<file path="src/rtl/core/lcgj_pkg.sv">
// lcgj_pkg: constants, codes and state type for the lcg jump-ahead unit
// no dependencies; imported by the interfaces and lcg_jump_ahead_unit_core
package lcgj_pkg;

  localparam int unsigned SeedW = 32;
  localparam int unsigned FracW = 16;
  localparam int unsigned ModeW = 2;

  // operation codes carried in the mode field
  localparam logic [ModeW-1:0] MODE_LOAD = 2'd0;
  localparam logic [ModeW-1:0] MODE_FWD  = 2'd1;
  localparam logic [ModeW-1:0] MODE_BWD  = 2'd2;

  // generator step s' = s * mult + inc, and its inverse
  localparam logic [SeedW-1:0] FWD_MULT = 32'h0003_43FD;
  localparam logic [SeedW-1:0] FWD_INC  = 32'h0026_9EC3;
  localparam logic [SeedW-1:0] BWD_MULT = 32'hB9B3_3155;
  localparam logic [SeedW-1:0] BWD_INC  = 32'hA170_F641;

  typedef enum logic [1:0] {
    ST_IDLE,
    ST_STEP,
    ST_FINAL
  } lcgj_state_t;

endpackage

</file>
<file path="src/rtl/core/lcgj_in_if.sv">
// lcgj_in_if: command channel of the jump-ahead unit (valid/ready plus payload)
// depends on lcgj_pkg for field widths
interface lcgj_in_if
  import lcgj_pkg::*;
  ();
  logic             valid;
  logic             ready;
  logic [ModeW-1:0] mode;
  logic [SeedW-1:0] load_value;
  logic [SeedW-1:0] step_count;

  modport source (output valid, output mode, output load_value, output step_count,
                  input ready);
  modport sink   (input valid, input mode, input load_value, input step_count,
                  output ready);
endinterface

</file>
<file path="src/rtl/core/lcgj_out_if.sv">
// lcgj_out_if: result channel of the jump-ahead unit (valid/ready plus payload)
// depends on lcgj_pkg for field widths
interface lcgj_out_if
  import lcgj_pkg::*;
  ();
  logic             valid;
  logic             ready;
  logic [SeedW-1:0] seed_out;
  logic [FracW-1:0] fraction;

  modport source (output valid, output seed_out, output fraction, input ready);
  modport sink   (input valid, input seed_out, input fraction, output ready);
endinterface

</file>
<file path="src/rtl/core/lcg_jump_ahead_unit_core.sv">
// lcg_jump_ahead_unit_core: seed register with load and forward/backward jump-ahead
// depends on lcgj_pkg, lcgj_in_if and lcgj_out_if
//
// usage:
//   in_ch  carries commands: mode (load, forward, backward), load_value, step_count.
//          one beat is taken while the unit is idle; in_ch.ready is low while it works.
//   out_ch carries one beat per command: seed_out, the new seed, and fraction,
//          its upper 16 bits read as a 0.16 fraction.
//   a jump runs square-and-multiply over the step count, one count bit per cycle
//   through a bank of four 32x32 low-half multipliers, and stops after the highest
//   set bit. a final step then reuses a multiplier to apply the jump to the seed.
//   a load, an unused mode or a zero count skips the count walk and goes straight
//   to the final step.
//   a new command is taken only once the result is registered, so back to back
//   jumps do not overlap.
//   a stalled result sits in the output register; the next command is still taken,
//   and its result waits in the final cycle until the output register is free.
//   reset clears the seed to zero and empties the output register.
module lcg_jump_ahead_unit_core
  import lcgj_pkg::*;
(
  input  logic clk,
  input  logic rst_n,
  lcgj_in_if.sink    in_ch,
  lcgj_out_if.source out_ch
);

  lcgj_state_t state_r, state_nxt;

  logic [SeedW-1:0] seed_r, seed_nxt;
  logic [SeedW-1:0] n_r, n_nxt;
  logic [SeedW-1:0] cur_m_r, cur_m_nxt;
  logic [SeedW-1:0] cur_c_r, cur_c_nxt;
  logic [SeedW-1:0] acc_m_r, acc_m_nxt;
  logic [SeedW-1:0] acc_c_r, acc_c_nxt;
  logic [SeedW-1:0] out_seed_r, out_seed_nxt;
  logic             out_valid_r, out_valid_nxt;

  logic             in_fire;
  logic [SeedW-1:0] mul0_b;
  logic [SeedW-1:0] p_am, p_ac, p_cc, p_mm;
  logic [SeedW-1:0] cur_m_inc;
  logic [SeedW-1:0] jumped;

  assign in_fire = in_ch.valid && in_ch.ready;

  // shared multiplier bank, low 32 bits only; mul0 applies the jump in the final cycle
  assign mul0_b    = (state_r == ST_FINAL) ? seed_r : cur_m_r;
  assign cur_m_inc = cur_m_r + 32'd1;
  assign p_am      = acc_m_r * mul0_b;
  assign p_ac      = acc_c_r * cur_m_r;
  assign p_cc      = cur_m_inc * cur_c_r;
  assign p_mm      = cur_m_r * cur_m_r;
  assign jumped    = p_am + acc_c_r;

  always_comb begin
    state_nxt     = state_r;
    seed_nxt      = seed_r;
    n_nxt         = n_r;
    cur_m_nxt     = cur_m_r;
    cur_c_nxt     = cur_c_r;
    acc_m_nxt     = acc_m_r;
    acc_c_nxt     = acc_c_r;
    out_seed_nxt  = out_seed_r;
    out_valid_nxt = out_valid_r && !out_ch.ready;
    in_ch.ready   = (state_r == ST_IDLE);

    unique case (state_r)
      ST_IDLE: begin
        if (in_fire) begin
          // identity jump unless a real move follows
          acc_m_nxt = 32'd1;
          acc_c_nxt = '0;
          n_nxt     = in_ch.step_count;
          state_nxt = ST_FINAL;
          priority if (in_ch.mode == MODE_LOAD) begin
            seed_nxt = in_ch.load_value;
          end else if (in_ch.mode == MODE_FWD) begin
            cur_m_nxt = FWD_MULT;
            cur_c_nxt = FWD_INC;
            if (in_ch.step_count != '0) state_nxt = ST_STEP;
          end else if (in_ch.mode == MODE_BWD) begin
            cur_m_nxt = BWD_MULT;
            cur_c_nxt = BWD_INC;
            if (in_ch.step_count != '0) state_nxt = ST_STEP;
          end else begin
            state_nxt = ST_FINAL;
          end
        end
      end
      ST_STEP: begin
        if (n_r[0]) begin
          acc_m_nxt = p_am;
          acc_c_nxt = p_ac + cur_c_r;
        end
        cur_c_nxt = p_cc;
        cur_m_nxt = p_mm;
        n_nxt     = n_r >> 1;
        // no set bits left above this one
        if ((n_r >> 1) == '0) state_nxt = ST_FINAL;
      end
      ST_FINAL: begin
        if (!out_valid_r || out_ch.ready) begin
          seed_nxt      = jumped;
          out_seed_nxt  = jumped;
          out_valid_nxt = 1'b1;
          state_nxt     = ST_IDLE;
        end
      end
      default: begin
        state_nxt = ST_IDLE;
      end
    endcase
  end

  always_ff @(posedge clk) begin
    if (!rst_n) begin
      state_r     <= ST_IDLE;
      out_valid_r <= 1'b0;
      seed_r      <= '0;
    end else begin
      state_r     <= state_nxt;
      out_valid_r <= out_valid_nxt;
      seed_r      <= seed_nxt;
    end
  end

  always_ff @(posedge clk) begin
    n_r        <= n_nxt;
    cur_m_r    <= cur_m_nxt;
    cur_c_r    <= cur_c_nxt;
    acc_m_r    <= acc_m_nxt;
    acc_c_r    <= acc_c_nxt;
    out_seed_r <= out_seed_nxt;
  end

  assign out_ch.valid    = out_valid_r;
  assign out_ch.seed_out = out_seed_r;
  assign out_ch.fraction = out_seed_r[SeedW-1 -: FracW];

  // a load lands in the seed register right after its beat
  a_load_seed: assert property (@(posedge clk) disable iff (!rst_n)
    in_fire && in_ch.mode == MODE_LOAD |=> seed_r == $past(in_ch.load_value))
    else $error("load beat did not set the seed");

  // the count walk only runs while set bits remain
  a_step_nonzero: assert property (@(posedge clk) disable iff (!rst_n)
    state_r == ST_STEP |-> n_r != '0)
    else $error("jump loop running on an empty count");

  // each loop cycle consumes exactly one count bit
  a_step_shift: assert property (@(posedge clk) disable iff (!rst_n)
    state_r == ST_STEP |=> n_r == ($past(n_r) >> 1))
    else $error("count not shifted by one bit per cycle");

  // a new result is only registered from the final cycle
  a_out_from_final: assert property (@(posedge clk) disable iff (!rst_n)
    $rose(out_valid_r) |-> $past(state_r) == ST_FINAL)
    else $error("result raised outside the final cycle");

  // no second command while the first is in flight
  a_busy_after_beat: assert property (@(posedge clk) disable iff (!rst_n)
    in_fire |=> !in_ch.ready)
    else $error("command taken while busy");

endmodule
</file>
<file path="src/flat_wrapper.sv">
// flat-port wrapper written by rule: the top's interface ports become plain ports
module lcg_jump_ahead_unit_core_flat import lcgj_pkg::*;
  (clk, rst_n, in_ch_valid, in_ch_mode, in_ch_load_value, in_ch_step_count, in_ch_ready, out_ch_valid, out_ch_seed_out, out_ch_fraction, out_ch_ready);
  lcgj_in_if in_ch_i ();
  lcgj_out_if out_ch_i ();
  input  logic clk;
  input  logic rst_n;
  input wire logic [$bits(in_ch_i.valid)-1:0] in_ch_valid;
  input wire logic [$bits(in_ch_i.mode)-1:0] in_ch_mode;
  input wire logic [$bits(in_ch_i.load_value)-1:0] in_ch_load_value;
  input wire logic [$bits(in_ch_i.step_count)-1:0] in_ch_step_count;
  output wire logic [$bits(in_ch_i.ready)-1:0] in_ch_ready;
  output wire logic [$bits(out_ch_i.valid)-1:0] out_ch_valid;
  output wire logic [$bits(out_ch_i.seed_out)-1:0] out_ch_seed_out;
  output wire logic [$bits(out_ch_i.fraction)-1:0] out_ch_fraction;
  input wire logic [$bits(out_ch_i.ready)-1:0] out_ch_ready;
  assign in_ch_i.valid = in_ch_valid;
  assign in_ch_i.mode = in_ch_mode;
  assign in_ch_i.load_value = in_ch_load_value;
  assign in_ch_i.step_count = in_ch_step_count;
  assign in_ch_ready = in_ch_i.ready;
  assign out_ch_valid = out_ch_i.valid;
  assign out_ch_seed_out = out_ch_i.seed_out;
  assign out_ch_fraction = out_ch_i.fraction;
  assign out_ch_i.ready = out_ch_ready;
  lcg_jump_ahead_unit_core u_core (.clk(clk), .rst_n(rst_n), .in_ch(in_ch_i), .out_ch(out_ch_i));
endmodule
</file>
<file path="config.mk">
export PLATFORM = sky130hd
export DESIGN_NAME = lcg_jump_ahead_unit_core_flat
export DESIGN_NICKNAME = d
export VERILOG_FILES = /design/src/rtl/core/lcgj_pkg.sv /design/src/rtl/core/lcgj_in_if.sv /design/src/rtl/core/lcgj_out_if.sv /design/src/rtl/core/lcg_jump_ahead_unit_core.sv /design/src/flat_wrapper.sv
export SDC_FILE = /design/constraint.sdc
export NUM_CORES = 2
export LEC_CHECK = 0
export BUFFER_PORTS_ARGS = -buffer_cell sky130_fd_sc_hd__buf_2
export CAP_MARGIN = 0
export CORE_ASPECT_RATIO = 1.5
export CORE_MARGIN = 5
export CORE_UTILIZATION = 50
export DETAILED_ROUTE_END_ITERATION = 12
export GPL_TIMING_DRIVEN = 0
export PLACE_DENSITY = 0.74
export SLEW_MARGIN = 10
export SYNTH_ARGS = -nofsm -noshare
export SYNTH_HDL_FRONTEND = slang
export SYNTH_SLANG_ARGS = --single-unit
</file>
<file path="constraint.sdc">
create_clock -name clk -period 16.6 [get_ports clk]
set_clock_uncertainty 0.1 [all_clocks]
set_input_delay 1.66 -clock clk [delete_from_list [all_inputs] [get_ports clk]]
set_output_delay 1.66 -clock clk [all_outputs]
set_load 0.005 [all_outputs]
</file>
Word level (Yosys, flattened, before mapping)
Index checks and enable logic that the tools add are counted.

cells by class
  magnitude comparators = 0
  reductions and logical operators = 17
  div/mod/pow operators = 0
  shift-type cells = 0
  equal/unequal tests = 11
  bitwise operators = 0
  $add $sub $neg = 3
  $mul = 4
  multiplexer cells = 33

operator list
  cell                   count
  $mux 32                17
  $pmux 32 s2            6
  $mul 32x32->32         4
  $add 32x32->32         2
  $add 32x1->32 const B  1
  $logic_not 32->1       1
  $reduce_bool 32->1     1
  $mux 2                 7
  $ne 2x2->1 const B     4
  $reduce_and 4->1       2
  $pmux 2 s3             1
  $reduce_and 3->1       2
  $eq 2x1->1 const B     2
  $eq 2x2->1 const B     2
  $logic_not 2->1        2
  $ne 2x1->1 const B     2
  $reduce_and 2->1       2
  $reduce_bool 2->1      2
  $ne 3x3->1 const B     1
  $logic_and 1x1->1      2
  $logic_not 1->1        2
  $mux 1                 2
  $logic_or 1x1->1       1

word-level totals
  memory bits (read-only) = 0
  bits in latches = 0
  output and inout port bits = 50
  word-level logic and storage cells = 77
  input port bits = 70
  memory bits (writable) = 0
  register bits after elaboration = 227
  memories kept = 0

Longest topological paths before layout
  depth after elaboration = 7
  gate-level depth with buffers = 41
  gate-level depth less buffers = 36

Worst setup path before layout
OpenSTA, ideal clock, no wires.

  path type = register to register
  start = register u_core.state_r[0]
  end = register u_core.seed_r[31]
  setup time = 0.084 ns
  arrival time = 9.179 ns
  stages on the path, launching flop included = 40
  clock period less this slack = 9.363 ns
  buffers on the path = 5
  setup slack = 7.237 ns
  required time = 16.416 ns
  path through = dfxtp_1 nand2b_1 buf_6 buf_6 buf_6 mux2_2 clkbuf_1 clkbuf_1 and2_1 fa_1 inv_1 fa_1 fa_1 fa_1 inv_1 fa_1 inv_1 fa_1 (+4 left out) and3_1 a21oi_1 nand2_1 a21o_1 a41o_1 xor2_1 ha_1 a21o_1 a21oi_1 nand2b_1 o31ai_1 o2bb2ai_1 o21ai_0 a2111oi_0 o21bai_1 xor2_2 nor2_1 o31ai_2

on the way
  cells in the longest elaborated chain, start to end = 6
  elaborated cells on any way between the ends = 13
  classes of those cells = add/sub (1); mul (1); eq/ne (4); mux (3); reduce/logical (4)

ends and longest elaborated chain
  element                 RTL line                         RTL
  start, declared         lcg_jump_ahead_unit_core.sv:28   lcgj_state_t state_r, state_nxt;
  start signal, assigned  lcg_jump_ahead_unit_core.sv:122  state_r <= state_nxt;
  $eq 2x2->1              lcg_jump_ahead_unit_core.sv:48   assign mul0_b = (state_r == ST_FINAL) ? seed_r : cur_m_r;
  $mux 32                 lcg_jump_ahead_unit_core.sv:48
  $mul 32x32->32          lcg_jump_ahead_unit_core.sv:50   assign p_am = acc_m_r * mul0_b;
  via u_core.p_am[20]     lcg_jump_ahead_unit_core.sv:41   logic [SeedW-1:0] p_am, p_ac, p_cc, p_mm;
  $add 32x32->32          lcg_jump_ahead_unit_core.sv:54   assign jumped = p_am + acc_c_r;
  via u_core.jumped[31]   lcg_jump_ahead_unit_core.sv:43   logic [SeedW-1:0] jumped;
  $mux 32                 lcg_jump_ahead_unit_core.sv:103  if (!out_valid_r || out_ch.ready) begin
  $pmux 32 s2             lcg_jump_ahead_unit_core.sv:68   unique case (state_r)
  end signal, assigned    lcg_jump_ahead_unit_core.sv:124  seed_r <= seed_nxt;
  end, declared           lcg_jump_ahead_unit_core.sv:30   logic [SeedW-1:0] seed_r, seed_nxt;

The timed path passes the listed nets, and every way through them passes these cells. The select of a mux whose other input is x is not followed.
A chain may end at the register's enable or synchronous reset.

Worst setup path in the final report
  start = register u_core.state_r[1]
  end = register u_core.seed_r[31]

Same word-level chain as after synthesis.

==> flow_summary.ini <==
[outcome]
status = completed

[timing]
tightest_slew_ns = 1.42
fmax_mhz = 75.0
min_period_over_period_pct = 80.3
fin_crit_ns = 13.33
hold_viol_final = 0
grt_setup_unrepaired = false
fin_tns_setup_ns = 0
slew_headroom_pct = 5.24
finalSetupViolCount = 0
slew_violations = 0

[final_layout]
fill_cells = 12900
ff_latch_area_um2 = 6410
drive_above_1_share_pct = 3.33
layout_common_cells = 1853 x inv_1, 1574 x fa_1, 1178 x nand2_1, 573 x ha_1, 466 x and2_1
fin_cells = 9654
multi_input_area_um2 = 54900
final_common_cell = inv_1
areaGrowthSynthToFinish_pct = 6.22
fin_nets = 9964

[placement]
hpwl_um = 227000
place.gp.congestion = 1.07
dp.cells = 9576
io_buffer_count = 118

[cts]
cts_setup_buffers = 0
cts_max_level = 1
clock_sinks = 225
cts_buffers = 28
clk_pin_slew_ns = 0.07
cts_root_buf = clkbuf_16
cts_resized = 0
cts_tree = yes
insertion_delay_ns = 0.65
clock_path_buffers = 3
cts-hold-fix-buffers = 0

[synth]
ys_seq_area_share_pct = 9.22
postSynthAreaPerCell_um2 = 9.23
synth_edf_count = 190
synth_cell_types = 81
synth_area_um2 = 69500
async_flop_share_pct = 0
ys.warnings.count = 0
synth_ff_type = edfxtp_1
syn_inst = 7526
synth-seq-cells = 225

[job]
drv_cap = 0

[critical_path]
crit_type = flip-flop to flip-flop
critPathRequiredTime_ns = 17.03
cp-end-kind = flip-flop
start_kind = flip-flop
critPathMaxStageDelay_ns = 0.85
cpMostUsedCell = fa_1
critPathSlowestCell = o21ai_0
cp_max_fo = 10
worstPathArrival_ns = 13.75

[min_path]
hp-class = flip-flop to flip-flop

[routing]
vias_per_cell = 5.72
wl_per_cell_um = 28.3
drt-initial-drc-count = 4620
postRouteAntennaNets = 0
drt_wl_total_um = 274000
post-route-drc-count = 0
via_count = 55200
firstDrtPassIters = 8

[die]
die_y_um = 467
row_count = 167
dieArea_um2 = 147000
io-pin-count = 120
floorplan.initialDensity_pct = 50.3
die_w_um = 314
core_area_um2 = 138000

[global_routing]
grtUsageTotal_pct = 37.6
grt_pass1_wl_um = 394000
antenna_found_initial = 27
grt_pass1_vias = 60400
grt_max_degree = 34
gr-total-overflow = 0
-- state kept, by name, indices dropped and copies added (netlist names) --
signal and count:
u_core.acc_c_r 32, u_core.acc_m_r 32, u_core.cur_c_r 32, u_core.cur_m_r 30, u_core.n_r 32, u_core.out_ch.seed_out 32
u_core.out_ch.valid 1, u_core.seed_r 32, u_core.state_r 2
-- layout make-up --
| cell class | instances | share of cell area, % |
|---|---|---|
| Clock buffer | 34 | 1.02 |
| Antenna cell | 26 | 0.0882 |
| Multi-Input combinational cell | 5137 | 74.4 |
| Tap cell | 1859 | 3.15 |
| Timing Repair Buffer | 126 | 0.992 |
| Clock inverter | 18 | 0.214 |
| Inverter | 1862 | 9.47 |
| Buffer | 367 | 2.02 |
| Sequential cell | 225 | 8.68 |
-- metrics by stage --
step,setup WS [ns],utilization [%],hold WS [ns],area (um^2)
after floorplan,7.24,-,0.338,69700
after global placement,3.70,52.6,0.358,72600
after detailed placement,3.64,52.7,0.363,72800
after CTS,3.54,53.4,0.370,73700
after global routing,3.16,53.4,0.402,73700
final,3.27,53.4,0.373,73800
-- layer usage --
layer / GRT usage, % / up-vias / wire length, um
met3: 9.44 / 1493 / 24600
met1: 37.8 / 28000 / 83400
met5: 0.593 / - / 166
li1: - / 22400 / -
met4: 35.9 / 12 / 35600
met2: 62.9 / 3362 / 130000
-- worst paths after layout --
check / start / endpoint / slack [ns] / depth (start not counted)
hold / removal: u_core.seed_r[21]$_SDFFE_PN0P_ / u_core.seed_r[21]$_SDFFE_PN0P_ / 0.37 / 2
setup / recovery: u_core.state_r[1]$_SDFFE_PN0P_ / u_core.seed_r[31]$_SDFFE_PN0P_ / 3.27 / 35
setup reg to reg: u_core.state_r[1]$_SDFFE_PN0P_ / u_core.seed_r[31]$_SDFFE_PN0P_ / 3.27 / 35
hold reg to reg: u_core.seed_r[21]$_SDFFE_PN0P_ / u_core.seed_r[21]$_SDFFE_PN0P_ / 0.37 / 2
-- worst max-delay path, delay by kind of cell (launching register included) --
family / cells / cell delay (ns)
AOI/OAI and AO/OA: 11 / 3.96
xor gates and xnor gates: 2 / 1.24
adders and majority gates: 10 / 4.22
buffers and inverters: 4 / 1.49
DFF: 1 / 0.38
and+or+nand+nor: 8 / 1.79
-- cell families after synthesis --
family	count (synthesis)	share of synthesized area (%)
fa+ha+maj	2147	55.7
xor+xnor	318	4.21
flops	225	9.22
simple gates	2149	14.2
mux	26	0.461
other cells	2	0.0108
compound gates	430	4.06
buf+inv	2229	12.2
-- synthesized netlist by cell type, drive strengths merged (36+ instances only) --
library cell	number	area [um^2]
a21o	44	330
ha	573	7170
xnor2	240	2100
inv	1859	6980
a21oi	118	591
nand2	1180	4440
buf	44	260
fa	1574	31500
o21ai	81	405
xor2	69	619
nand2b	36	225
clkbuf	323	1210
nor2b	80	500
and2	466	2920
edfxtp	190	5710
nor2	257	965
Power is not shown: default switching activity piles up to over one toggle a cycle in this logic, so the estimate is an artifact.
